`config.mk`:
```
export PLATFORM = sky130hd
export DESIGN_NAME = local_constant_propagation
export DESIGN_NICKNAME = d
export VERILOG_FILES = /design/src/rtl/core/lcp_pkg.sv /design/src/rtl/core/lcp_div.sv /design/src/rtl/core/lcp_ctrl.sv /design/src/rtl/core/lcp_dp.sv /design/src/rtl/core/local_constant_propagation.sv
export VERILOG_INCLUDE_DIRS = /design/src /design/src/rtl/core
export SDC_FILE = /design/constraint.sdc
export NUM_CORES = 2
export LEC_CHECK = 0
export ABC_AREA = 0
export BUFFER_PORTS_ARGS = -buffer_cell sky130_fd_sc_hd__buf_2
export CAP_MARGIN = 10
export CORE_MARGIN = 2
export CORE_UTILIZATION = 40
export CTS_CLUSTER_SIZE = 25
export DETAILED_ROUTE_END_ITERATION = 8
export GPL_TIMING_DRIVEN = 0
export HOLD_SLACK_MARGIN = 0.06
export PLACE_DENSITY = 0.64
export SLEW_MARGIN = 25
export SYNTH_ARGS = -nofsm -noshare
export SYNTH_HDL_FRONTEND = slang
export SYNTH_HIERARCHICAL = 1
export SYNTH_SLANG_ARGS = --single-unit
```
`constraint.sdc`:
```
create_clock -name clk -period 21 [get_ports clk]
set_input_delay 2.1 -clock clk [delete_from_list [all_inputs] [get_ports clk]]
set_output_delay 2.1 -clock clk [all_outputs]
set_load 0.02 [all_outputs]
```
`src/rtl/core/local_constant_propagation_assert.svh`:
```
// Assertion macros for the constant propagation RTL.
// Depends on nothing; included inside module bodies.
`ifndef LOCAL_CONSTANT_PROPAGATION_ASSERT_SVH
`define LOCAL_CONSTANT_PROPAGATION_ASSERT_SVH
// Implication checked every clock, off during reset.
`define LCP_ASSERT_IMPL(label, ante, cons) \
    label: assert property (@(posedge clk) disable iff (!rst_n) (ante) |-> (cons)) \
        else $error("lcp check failed");
// Next-cycle implication.
`define LCP_ASSERT_NEXT(label, ante, cons) \
    label: assert property (@(posedge clk) disable iff (!rst_n) (ante) |=> (cons)) \
        else $error("lcp check failed");
`endif

```
`src/rtl/core/lcp_pkg.sv`:
```
// Package for local constant propagation: opcodes, forms, control structs.
// Depends on nothing.
package lcp_pkg;
    localparam int TableDepth = 16;

    localparam logic [4:0] OP_ADD    = 5'd0;
    localparam logic [4:0] OP_SUB    = 5'd1;
    localparam logic [4:0] OP_MUL    = 5'd2;
    localparam logic [4:0] OP_DIV    = 5'd3;
    localparam logic [4:0] OP_LESS   = 5'd4;
    localparam logic [4:0] OP_EQUAL  = 5'd5;
    localparam logic [4:0] OP_ASSIGN = 5'd6;
    localparam logic [4:0] OP_JZ     = 5'd7;
    localparam logic [4:0] OP_WRITE  = 5'd8;
    localparam logic [4:0] OP_ADDR   = 5'd9;
    localparam logic [4:0] OP_END_LO = 5'd10;
    localparam logic [4:0] OP_END_HI = 5'd13;
    localparam logic [4:0] OP_BEG_LO = 5'd14;
    localparam logic [4:0] OP_BEG_HI = 5'd16;

    localparam logic [1:0] FORM_VAR   = 2'd0;
    localparam logic [1:0] FORM_CONST = 2'd1;

    typedef struct packed {
        logic load;        // capture input transaction
        logic clear_pre;   // clear table before processing a BEG opcode
        logic scan;        // advance one table entry
        logic lookup_done; // finalize substitution, compute fold
        logic div_start;
        logic mul_step;
        logic commit;      // apply record/forget, possibly post clear
        logic out_load;
    } lcp_cmd_t;

    typedef struct packed {
        logic scan_last;
        logic need_div;
        logic div_done;
        logic emit;
    } lcp_stat_t;
endpackage

```
`src/rtl/core/lcp_div.sv`:
```
// Iterative signed 32-bit divider, one quotient bit per cycle.
// Depends on nothing.
module lcp_div
(
    input  logic        clk,
    input  logic        rst_n,
    input  logic        start,
    input  logic [31:0] dividend,
    input  logic [31:0] divisor,
    output logic        done,
    output logic [31:0] quotient
);
    logic [31:0] rem_reg, rem_next, quo_reg, quo_next, den_reg, den_next;
    logic [5:0]  cnt_reg, cnt_next;
    logic        neg_reg, neg_next, busy_reg, busy_next;
    logic [32:0] trial;

    always_comb
    begin
        rem_next  = rem_reg;
        quo_next  = quo_reg;
        den_next  = den_reg;
        cnt_next  = cnt_reg;
        neg_next  = neg_reg;
        busy_next = busy_reg;
        trial     = {rem_reg, quo_reg[31]} - {1'b0, den_reg};
        if (start)
        begin
            rem_next  = '0;
            quo_next  = dividend[31] ? (32'd0 - dividend) : dividend;
            den_next  = divisor[31] ? (32'd0 - divisor) : divisor;
            neg_next  = dividend[31] ^ divisor[31];
            cnt_next  = 6'd0;
            busy_next = 1'b1;
        end
        else if (busy_reg)
        begin
            if (!trial[32])
                rem_next = trial[31:0];
            else
                rem_next = {rem_reg[30:0], quo_reg[31]};
            quo_next = {quo_reg[30:0], ~trial[32]};
            cnt_next = cnt_reg + 6'd1;
            if (cnt_reg == 6'd31)
                busy_next = 1'b0;
        end
    end

    always_ff @(posedge clk or negedge rst_n)
    begin
        if (!rst_n)
        begin
            busy_reg <= 1'b0;
            cnt_reg  <= '0;
        end
        else
        begin
            busy_reg <= busy_next;
            cnt_reg  <= cnt_next;
        end
    end

    always_ff @(posedge clk)
    begin
        rem_reg <= rem_next;
        quo_reg <= quo_next;
        den_reg <= den_next;
        neg_reg <= neg_next;
    end

    assign done     = busy_reg && (cnt_reg == 6'd31);
    assign quotient = neg_reg ? (32'd0 - quo_next) : quo_next;
endmodule

```
`src/rtl/core/lcp_ctrl.sv`:
```
// Controller state machine for local constant propagation.
// Depends on lcp_pkg.
module lcp_ctrl
(
    input  logic             clk,
    input  logic             rst_n,
    input  logic             in_valid,
    output logic             in_stall,
    input  logic             out_stall,
    output logic             out_valid,
    input  lcp_pkg::lcp_stat_t stat,
    output lcp_pkg::lcp_cmd_t  cmd
);
    import lcp_pkg::*;

    localparam logic [2:0] S_IDLE = 3'd0;
    localparam logic [2:0] S_SCAN = 3'd1;
    localparam logic [2:0] S_EVAL = 3'd2;
    localparam logic [2:0] S_DIV  = 3'd3;
    localparam logic [2:0] S_MUL  = 3'd4;
    localparam logic [2:0] S_COMM = 3'd5;

    logic [2:0] state_reg, state_next;
    logic       ov_reg, ov_next;
    logic       out_free;

    assign out_free  = !ov_reg || !out_stall;
    assign in_stall  = (state_reg != S_IDLE);
    assign out_valid = ov_reg;

    always_comb
    begin
        cmd        = '0;
        state_next = state_reg;
        ov_next    = ov_reg && out_stall;
        case (state_reg)
            S_IDLE:
            begin
                if (in_valid)
                begin
                    cmd.load      = 1'b1;
                    cmd.clear_pre = 1'b1;
                    state_next    = S_SCAN;
                end
            end
            S_SCAN:
            begin
                cmd.scan = 1'b1;
                if (stat.scan_last)
                    state_next = S_EVAL;
            end
            S_EVAL:
            begin
                cmd.lookup_done = 1'b1;
                if (stat.need_div)
                begin
                    cmd.div_start = 1'b1;
                    state_next    = S_DIV;
                end
                else
                    state_next = S_MUL;
            end
            S_DIV:
            begin
                if (stat.div_done)
                    state_next = S_MUL;
            end
            S_MUL:
            begin
                cmd.mul_step = 1'b1;
                state_next   = S_COMM;
            end
            S_COMM:
            begin
                if (!stat.emit || out_free)
                begin
                    cmd.commit = 1'b1;
                    if (stat.emit)
                    begin
                        cmd.out_load = 1'b1;
                        ov_next      = 1'b1;
                    end
                    state_next = S_IDLE;
                end
            end
            default: state_next = S_IDLE;
        endcase
    end

    always_ff @(posedge clk or negedge rst_n)
    begin
        if (!rst_n)
        begin
            state_reg <= S_IDLE;
            ov_reg    <= 1'b0;
        end
        else
        begin
            state_reg <= state_next;
            ov_reg    <= ov_next;
        end
    end

    `include "local_constant_propagation_assert.svh"
    `LCP_ASSERT_IMPL(a_accept_idle, in_valid && !in_stall, state_reg == S_IDLE)
    `LCP_ASSERT_NEXT(a_hold_out, out_valid && out_stall, out_valid)
    `LCP_ASSERT_IMPL(a_no_overwrite, cmd.out_load, out_free)
endmodule

```
`src/rtl/core/lcp_dp.sv`:
```
// Datapath: constant table, scanning lookup, folding units, output register.
// Depends on lcp_pkg and lcp_div.
module lcp_dp
#(
    parameter int TABLE_DEPTH = lcp_pkg::TableDepth
)
(
    input  logic        clk,
    input  logic        rst_n,
    input  lcp_pkg::lcp_cmd_t  cmd,
    output lcp_pkg::lcp_stat_t stat,
    input  logic [4:0]  opcode,
    input  logic [1:0]  first_form,
    input  logic [3:0]  first_level,
    input  logic [15:0] first_offset,
    input  logic signed [31:0] first_value,
    input  logic [1:0]  second_form,
    input  logic [3:0]  second_level,
    input  logic [15:0] second_offset,
    input  logic signed [31:0] second_value,
    input  logic [3:0]  dest_level,
    input  logic [15:0] dest_offset,
    output logic [4:0]  out_opcode,
    output logic [1:0]  out_first_form,
    output logic [3:0]  out_first_level,
    output logic [15:0] out_first_offset,
    output logic signed [31:0] out_first_value,
    output logic [1:0]  out_second_form,
    output logic [3:0]  out_second_level,
    output logic [15:0] out_second_offset,
    output logic signed [31:0] out_second_value,
    output logic [3:0]  out_dest_level,
    output logic [15:0] out_dest_offset,
    output logic        table_overflow
);
    import lcp_pkg::*;

    localparam int IW = (TABLE_DEPTH > 1) ? $clog2(TABLE_DEPTH) : 1;

    logic [TABLE_DEPTH-1:0] valid_reg;
    logic [3:0]  lvl_mem [TABLE_DEPTH];
    logic [15:0] off_mem [TABLE_DEPTH];
    logic [31:0] val_mem [TABLE_DEPTH];

    logic [4:0]  op_reg;
    logic [1:0]  f1_reg, f2_reg;
    logic [3:0]  l1_reg, l2_reg, dl_reg;
    logic [15:0] o1_reg, o2_reg, do_reg;
    logic [31:0] v1_reg, v2_reg;
    logic [IW-1:0] idx_reg;
    logic        h1_reg, h2_reg, hk_reg, hf_reg;
    logic [IW-1:0] k_reg, fr_reg;
    logic [31:0] s1_reg, s2_reg, res_reg;
    logic        ovf;
    logic        sub1, sub2, is_arith, is_asg, tgt_ok;
    logic [3:0]  kl;
    logic [15:0] ko;
    logic [31:0] a1, a2;
    logic [1:0]  ef1, ef2;
    logic        div_done;
    logic [31:0] div_q;

    assign is_arith = (op_reg <= OP_EQUAL);
    assign is_asg   = (op_reg == OP_ASSIGN);
    assign sub1     = is_arith || (op_reg == OP_JZ) || (op_reg == OP_WRITE);
    assign sub2     = is_arith || is_asg || (op_reg == OP_ADDR);
    assign kl       = is_asg ? l1_reg : dl_reg;
    assign ko       = is_asg ? o1_reg : do_reg;
    assign stat.scan_last = (idx_reg == IW'(TABLE_DEPTH - 1));

    assign ef1 = (sub1 && f1_reg == FORM_VAR && h1_reg) ? FORM_CONST : f1_reg;
    assign ef2 = (sub2 && f2_reg == FORM_VAR && h2_reg) ? FORM_CONST : f2_reg;
    assign a1  = (sub1 && f1_reg == FORM_VAR && h1_reg) ? s1_reg : v1_reg;
    assign a2  = (sub2 && f2_reg == FORM_VAR && h2_reg) ? s2_reg : v2_reg;

    lcp_div u_div
    (
        .clk      (clk),
        .rst_n    (rst_n),
        .start    (cmd.div_start),
        .dividend (a1),
        .divisor  (a2),
        .done     (div_done),
        .quotient (div_q)
    );
    assign stat.div_done = div_done;
    assign stat.need_div = is_arith && (op_reg == OP_DIV) && (ef1 == FORM_CONST)
                           && (ef2 == FORM_CONST) && (a2 != 32'd0);

    // fold decision and record feasibility
    logic want_rec;
    assign want_rec = (is_arith && ef1 == FORM_CONST && ef2 == FORM_CONST
                       && !(op_reg == OP_DIV && a2 == 32'd0))
                      || (is_asg && ef2 == FORM_CONST);
    assign tgt_ok   = hk_reg || hf_reg;
    assign ovf      = want_rec && !tgt_ok;
    assign stat.emit = !(is_arith && want_rec && tgt_ok);

    always_ff @(posedge clk)
    begin
        if (cmd.load)
        begin
            op_reg <= opcode;
            f1_reg <= first_form;  l1_reg <= first_level;  o1_reg <= first_offset;
            v1_reg <= first_value;
            f2_reg <= second_form; l2_reg <= second_level; o2_reg <= second_offset;
            v2_reg <= second_value;
            dl_reg <= dest_level;  do_reg <= dest_offset;
        end
        if (cmd.scan)
        begin
            if (valid_reg[idx_reg] && lvl_mem[idx_reg] == l1_reg
                && off_mem[idx_reg] == o1_reg && !h1_reg)
                s1_reg <= val_mem[idx_reg];
            if (valid_reg[idx_reg] && lvl_mem[idx_reg] == l2_reg
                && off_mem[idx_reg] == o2_reg && !h2_reg)
                s2_reg <= val_mem[idx_reg];
            if (valid_reg[idx_reg] && lvl_mem[idx_reg] == kl
                && off_mem[idx_reg] == ko && !hk_reg)
                k_reg <= idx_reg;
            if (!valid_reg[idx_reg] && !hf_reg)
                fr_reg <= idx_reg;
        end
        if (cmd.lookup_done)
        begin
            case (op_reg)
                OP_ADD:   res_reg <= a1 + a2;
                OP_SUB:   res_reg <= a1 - a2;
                OP_LESS:  res_reg <= {31'd0, $signed(a1) < $signed(a2)};
                OP_EQUAL: res_reg <= {31'd0, a1 == a2};
                default:  res_reg <= a2;
            endcase
        end
        if (cmd.mul_step)
        begin
            if (op_reg == OP_MUL)
                res_reg <= a1 * a2;
            else if (op_reg == OP_DIV)
                res_reg <= div_q;
        end
        if (cmd.commit && want_rec && tgt_ok)
        begin
            if (!hk_reg)
            begin
                lvl_mem[fr_reg] <= kl;
                off_mem[fr_reg] <= ko;
                val_mem[fr_reg] <= res_reg;
            end
            else
                val_mem[k_reg] <= res_reg;
        end
        if (cmd.out_load)
        begin
            out_opcode <= op_reg;
            out_first_form <= ef1;  out_first_level <= l1_reg;
            out_first_offset <= o1_reg; out_first_value <= a1;
            out_second_form <= ef2; out_second_level <= l2_reg;
            out_second_offset <= o2_reg; out_second_value <= a2;
            out_dest_level <= dl_reg; out_dest_offset <= do_reg;
            table_overflow <= ovf;
        end
    end

    always_ff @(posedge clk or negedge rst_n)
    begin
        if (!rst_n)
        begin
            valid_reg <= '0;
            idx_reg   <= '0;
            h1_reg <= 1'b0; h2_reg <= 1'b0; hk_reg <= 1'b0; hf_reg <= 1'b0;
        end
        else
        begin
            if (cmd.load)
            begin
                idx_reg <= '0;
                h1_reg <= 1'b0; h2_reg <= 1'b0; hk_reg <= 1'b0; hf_reg <= 1'b0;
                if (cmd.clear_pre && opcode >= OP_BEG_LO && opcode <= OP_BEG_HI)
                    valid_reg <= '0;
            end
            if (cmd.scan)
            begin
                idx_reg <= idx_reg + IW'(1);
                if (valid_reg[idx_reg] && lvl_mem[idx_reg] == l1_reg
                    && off_mem[idx_reg] == o1_reg)
                    h1_reg <= 1'b1;
                if (valid_reg[idx_reg] && lvl_mem[idx_reg] == l2_reg
                    && off_mem[idx_reg] == o2_reg)
                    h2_reg <= 1'b1;
                if (valid_reg[idx_reg] && lvl_mem[idx_reg] == kl
                    && off_mem[idx_reg] == ko)
                    hk_reg <= 1'b1;
                if (!valid_reg[idx_reg])
                    hf_reg <= 1'b1;
            end
            if (cmd.commit)
            begin
                if (op_reg == OP_JZ || (op_reg >= OP_END_LO && op_reg <= OP_END_HI))
                    valid_reg <= '0;
                else if (want_rec && tgt_ok && !hk_reg)
                    valid_reg[fr_reg] <= 1'b1;
                else if (!want_rec && (is_arith || is_asg) && hk_reg)
                    valid_reg[k_reg] <= 1'b0;
            end
        end
    end
endmodule

```
`src/rtl/core/local_constant_propagation.sv`:
```
// Channel   Handshake            Payload
// input     in_valid/in_stall    opcode .. dest_offset
// output    out_valid/out_stall  out_opcode .. table_overflow
// An item's processing time is set by the serial table scan and, when a
// division is folded, by the bit-serial divider.
// Reset clears the table valid bits and the controller; no clearing pass.
// A finished result waits in the output register; the next item is taken
// once the current one is committed.
module local_constant_propagation
#(
    parameter int TABLE_DEPTH = lcp_pkg::TableDepth
)
(
    input  logic        clk,
    input  logic        rst_n,
    input  logic        in_valid,
    output logic        in_stall,
    input  logic [4:0]  opcode,
    input  logic [1:0]  first_form,
    input  logic [3:0]  first_level,
    input  logic [15:0] first_offset,
    input  logic signed [31:0] first_value,
    input  logic [1:0]  second_form,
    input  logic [3:0]  second_level,
    input  logic [15:0] second_offset,
    input  logic signed [31:0] second_value,
    input  logic [3:0]  dest_level,
    input  logic [15:0] dest_offset,
    output logic        out_valid,
    input  logic        out_stall,
    output logic [4:0]  out_opcode,
    output logic [1:0]  out_first_form,
    output logic [3:0]  out_first_level,
    output logic [15:0] out_first_offset,
    output logic signed [31:0] out_first_value,
    output logic [1:0]  out_second_form,
    output logic [3:0]  out_second_level,
    output logic [15:0] out_second_offset,
    output logic signed [31:0] out_second_value,
    output logic [3:0]  out_dest_level,
    output logic [15:0] out_dest_offset,
    output logic        table_overflow
);
    import lcp_pkg::*;

    lcp_cmd_t  cmd;
    lcp_stat_t stat;

    lcp_ctrl u_ctrl
    (
        .clk       (clk),
        .rst_n     (rst_n),
        .in_valid  (in_valid),
        .in_stall  (in_stall),
        .out_stall (out_stall),
        .out_valid (out_valid),
        .stat      (stat),
        .cmd       (cmd)
    );

    lcp_dp #(.TABLE_DEPTH(TABLE_DEPTH)) u_dp
    (
        .clk (clk), .rst_n (rst_n), .cmd (cmd), .stat (stat),
        .opcode (opcode), .first_form (first_form), .first_level (first_level),
        .first_offset (first_offset), .first_value (first_value),
        .second_form (second_form), .second_level (second_level),
        .second_offset (second_offset), .second_value (second_value),
        .dest_level (dest_level), .dest_offset (dest_offset),
        .out_opcode (out_opcode), .out_first_form (out_first_form),
        .out_first_level (out_first_level), .out_first_offset (out_first_offset),
        .out_first_value (out_first_value), .out_second_form (out_second_form),
        .out_second_level (out_second_level), .out_second_offset (out_second_offset),
        .out_second_value (out_second_value), .out_dest_level (out_dest_level),
        .out_dest_offset (out_dest_offset), .table_overflow (table_overflow)
    );
endmodule
```
# == Word level (Yosys, flattened, before mapping) ==
# Memory sizes are Yosys's and may differ from the RTL's.
# Index checks and enable logic that the tools add are counted.
# op_classes
add_sub_neg,8
mul,1
n_lt_le_gt_ge,11
eq_ne,29
n_mux,75
bitwise,5
n_reduce_logical,73
# op_table
op,count
32-bit two-way mux,12
32-bit case mux with 4 select lines,1
16-bit two-way mux,7
1-bit by 32-bit subtractor with 32-bit output (first input constant),3
16-bit equality test,3
1-bit logical AND,39
33-bit by 32-bit subtractor with 33-bit output,1
32-bit adder,1
32-bit equality test,1
32-bit zero test,1
32-bit < comparator,1
32-bit by 32-bit multiplier with 32-bit output,1
1-bit two-way mux,32
32-bit nonzero test,1
32-bit OR reduction,1
32-bit subtractor,1
31-bit two-way mux,1
5-bit by 3-bit equality test with 1-bit output (second input constant),4
3-bit case mux with 6 select lines,1
16-bit AND,1
4-bit two-way mux,4
16-bit inverter,1
16-bit bitwise OR,1
4-bit by 5-bit < comparator with 1-bit output (second input constant),3
other kinds (35),80
# word_totals
reg_bits,503
ramBits,832
inputBits,137
elab_cells,248
memories,3
# mem_list
memory,words,word_bits,rd,rd_clocked_by_memory_dff,wr,line,text
u_dp.val_mem,16,32,1,0,1,lcp_dp.sv:43,logic [31:0] val_mem [TABLE_DEPTH];
u_dp.off_mem,16,16,1,0,1,lcp_dp.sv:42,logic [15:0] off_mem [TABLE_DEPTH];
u_dp.lvl_mem,16,4,1,0,1,lcp_dp.sv:41,logic [3:0] lvl_mem [TABLE_DEPTH];

# == Depth between registers and ports, before layout ==
# depth
word_depth,22
mapped_depth,37
mapped_depth_nobuf,33

# == Cells and area by module ==
# The synthesis kept the hierarchy.
# by_module_without_submodules
mod,n_inst,cells_per_inst,area_per_inst_um2,seq_area_each_um2
lcp_dp,1,4380,64840.9,36404.9
lcp_div,1,951,8054.0,2447.3
lcp_ctrl,1,40,322.8,100.1

# == Worst setup path before layout ==
# Ideal clock, no wire load.
# synth_path
path_type,reg-to-reg
startpoint,reg u_dp.op_reg[4]
endpoint,reg u_dp.out_dest_level[0] (enable)
setup_time_ps,629
arrival_ps,8791
setup_slack_ps,11580
path_stages_with_launch,16
path_buffers,3
cell_sequence,edfxtp_1 > buf_6 > or4b_4 > a221oi_2 > buf_6 > buf_6 > mux2_2 > inv_1 > nand4_1 > nor4_1 > a31oi_1 > o21ai_1 > nor2_1 > nand2_1 > nand3_1 > nor2_1
# synth_rtl
element,line,text
"start, declared",lcp_dp.sv:45,logic [4:0] op_reg;
"start signal, assigned",lcp_dp.sv:103,op_reg <= opcode;
"end signal, assigned",lcp_dp.sv:159,out_dest_level <= dl_reg; out_dest_offset <= do_reg;
"end, declared",lcp_dp.sv:32,"output logic [3:0] out_dest_level,"

# == Worst setup path after layout ==
# layout_path
startpoint,reg u_dp.op_reg[0]
endpoint,reg u_dp.res_reg[23]
# layout_via
word_cells_on_any_way,45
classes_between,add/sub: 4; mul: 1; order compare: 1; eq/ne: 11; mux: 14; reduce/logical: 14
# layout_rtl
element,line,text
5-bit by 3-bit <= comparator with 1-bit output or 5-bit by 3-bit equality test with 1-bit output (tied branches),"lcp_dp.sv:63, lcp_dp.sv:65",
1-bit logical OR,lcp_dp.sv:65,assign sub1 = is_arith || (op_reg == OP_JZ) || (op_reg == OP_WRITE);
1-bit logical OR *,lcp_dp.sv:65,
1-bit logical AND * (2 in a row),lcp_dp.sv:73,assign a1 = (sub1 && f1_reg == FORM_VAR && h1_reg) ? s1_reg : v1_reg;
32-bit two-way mux *,lcp_dp.sv:73,
named net u_dp.a1[8],lcp_dp.sv:58,"logic [31:0] a1, a2;"
1-bit by 32-bit subtractor with 32-bit output,lcp_div.sv:30,quo_next = dividend[31] ? (32'd0 - dividend) : dividend;
32-bit two-way mux,lcp_div.sv:30,
32-bit two-way mux,lcp_div.sv:27,if (start)
1-bit by 32-bit subtractor with 32-bit output,lcp_div.sv:72,assign quotient = neg_reg ? (32'd0 - quo_next) : quo_next;
32-bit two-way mux,lcp_div.sv:72,
32-bit two-way mux,lcp_dp.sv:138,else if (op_reg == OP_DIV)
32-bit two-way mux,lcp_dp.sv:136,if (op_reg == OP_MUL)
32-bit two-way mux *,lcp_dp.sv:134,if (cmd.mul_step)
"end signal, assigned",lcp_dp.sv:130,"OP_EQUAL: res_reg <= {31'd0, a1 == a2};"
"end signal, assigned",lcp_dp.sv:137,res_reg <= a1 * a2;
"end signal, assigned",lcp_dp.sv:139,res_reg <= div_q;
"end, declared",lcp_dp.sv:53,"logic [31:0] s1_reg, s2_reg, res_reg;"
# The timed path passes the listed nets; every way through them passes the cells marked *.
# A chain may end at the register's enable or synchronous reset.

==> impl_metrics.toml <==
[status]
status = "complete, no violations"

[layout]
final_common_cell = "edfxtp_1"
drive_gt1_share_pct = 17.7
final_cell_mix = "1204 x edfxtp_1, 513 x inv_1, 455 x nor2_1, 411 x fa_1, 336 x nand2_1"
largest_register_ff_count = 512
top_register = "u_dp/val_mem"
reg_top3 = "u_dp/val_mem x512, u_dp/off_mem x256, u_dp/lvl_mem x64"
final_nets = 6642
syn_to_final_growth_pct = 15.1

[worst_setup_path]
arrival_ns = 13.60
startpoint_type = "register"
path_common_cell = "fa_1"
critPathKind = "register to register"
max_stage_delay_ns = 1.15
cp-end-kind = "register"
rrSetupSlack_ns = 8.11
required_ns = 21.71
cp_max_fo = 15
slowest_stage = "clkinv_1"

[placed_design]
port-buffer-count = 272
place_hpwl_mm = 184
gp_congestion = 1.02

[synth]
seq_area_frac_synth_pct = 53.2
synth-seq-cells = 1335
synthArstFlopShare_pct = 2.62
ys_warn_count = 6
syn-num-nets = 6142
syn_inst = 5371
ys.flop_type = "edfxtp_1"
mappedNetlistArea_um2 = 73200
synth_edf_count = 1204
syn_avg_cell_area_um2 = 13.6
synth_cell_types = 102

[die]
num_rows = 157
die_h_um = 432
start_util_pct = 40.1
core_um2 = 182000
dieWidth_um = 432
die_area_um2 = 186000
ioPinCount = 273

[detailed_routing]
vias_per_cell = 5.81
drt_iter0_drc = 5473
ant_nets = 0
wl_per_cell_um = 29.2
drcViolationCount = 0
wl_mm = 245
drtPass1Iterations = 6
vias = 48570

[clock_network]
hold_buffers = 0
root_buffer = "clkbuf_16"
clock_latency_ns = 0.81
numCtsBuffers = 140
cts_tree = "built"
cts_resized = 0
clk_path_buf_depth = 3
h-tree-depth = 4
path_clk_slew_ns = 0.07
cts.sinks = 1335
post-cts-setup-buffers = 0

[sta]
skew_ns = 0.0446
min_period_ns = 12.89
finalSetupViolCount = 0
fmax_ghz = 0.0776
finalSetupTns_ns = 0
hold_viol_final = 0
slew_violations = 0
tightest_slew_ns = 1.23
final.period_utilization_pct = 61.4
slew_headroom_pct = 18.3
grt_setup_unrepaired = "no"

[global_route]
grt_max_degree = 74
grt_pass1_wl_mm = 349
grt_pass1_vias = 48834
overflow = 0
antenna_found_initial = 10
track_usage_pct = 26.1

[flow_run]
maxCapViolCount = 0

[min_path]
hp-class = "register to register"
==> layer usage <==
| layer | part of all wire, % | global-route usage (%) |
|---|---|---|
| met3 | 8.7 | 5.16 |
| met4 | 5.1 | 12.2 |
| met5 | 0.022 | 0 |
| met1 | 39 | 33.9 |
| met2 | 48 | 42.3 |
==> through the flow <==
| stage | setup WS [ns] | std cells | cell area, um^2 | hold WS (ns) | utilization [%] |
|---|---|---|---|---|---|
| 3_3_place_gp | 5.74 | 8028 | 77600 | 0.432 | 42.5 |
| 2_1_floorplan | 11.58 | 5371 | 73200 | 0.422 | - |
| 4_1_cts | 7.94 | 8358 | 84200 | 0.462 | 46.1 |
| 3_5_place_dp | 8.04 | 8113 | 79500 | 0.448 | 43.6 |
| 6_report | 8.11 | 8362 | 84200 | 0.456 | 46.2 |
| 5_1_grt | 7.96 | 8359 | 84200 | 0.464 | 46.2 |
==> Yosys cell counts (80+ instances only) <==
cell | instances | area share, %
nand2_1 | 336 | 1.7
nor2_1 | 480 | 2.5
inv_1 | 513 | 2.6
xnor2_1 | 186 | 2.2
clkbuf_1 | 175 | 0.90
mux4_2 | 265 | 8.2
nor3_1 | 80 | 0.55
xor2_1 | 90 | 1.1
a21oi_1 | 191 | 1.3
fa_1 | 411 | 11
dfxtp_1 | 96 | 2.6
mux2i_1 | 83 | 1.1
edfxtp_1 | 1204 | 49
o21ai_0 | 159 | 1.1
ha_1 | 223 | 3.8
==> cells by family (layout without fill, tap and decap cells) <==
| kind of cell | count (synthesis) | count (layout) | share of synthesized area, % |
|---|---|---|---|
| flip-flops | 1335 | 1335 | 53.2 |
| AND/OR/NAND/NOR | 1196 | 1196 | 7.43 |
| buffers and inverters | 789 | 1392 | 4.15 |
| AO/OA/AOI/OAI | 734 | 734 | 6.57 |
| adder cells (fa/ha/maj) | 634 | 634 | 15.0 |
| multiplexers | 402 | 402 | 10.1 |
| XOR/XNOR | 281 | 281 | 3.46 |
| other | 0 | 3 | 0 |
==> path summary, 6_finish.rpt <==
check / depth (start not counted) / start / to
worst max-delay path: 34 / u_dp/op_reg[0]$_DFFE_PP_ / u_dp/res_reg[23]$_DFF_P_
worst min-delay path: 0 / u_dp/dl_reg[0]$_DFFE_PP_ / u_dp/out_dest_level[0]$_DFFE_PP_
worst max register to register: 34 / u_dp/op_reg[0]$_DFFE_PP_ / u_dp/res_reg[23]$_DFF_P_
worst min register to register: 0 / u_dp/dl_reg[0]$_DFFE_PP_ / u_dp/out_dest_level[0]$_DFFE_PP_
max in group asynchronous: 1 / rst_n / u_dp/u_div/cnt_reg[0]$_DFFE_PN0P_
min in group asynchronous: 1 / rst_n / u_dp/valid_reg[9]$_DFF_PN0_
==> worst max-delay path: cells and delay by family, from the launching register on <==
kind            cells  cell delay (ns)
fa+ha+maj          10             4.51
xor+xnor            1             0.53
compound gates     10             2.38
flops               1             0.44
simple gates        2             0.35
mux                 2             1.06
buf+inv             9             3.46
==> area by class of cell <==
class,instances,area (um^2)
clock buffer,170,3710
fill,16007,98200
buffer,250,1060
clock inverter,75,977
sequential,1335,39000
multi-input combinational,3247,31600
antenna,3,7.51
inverter,539,2030
timing repair buffer,358,2910
tap,2385,2980
Power is not shown: default switching activity piles up to over one toggle a cycle in this logic, so the estimate is an artifact.
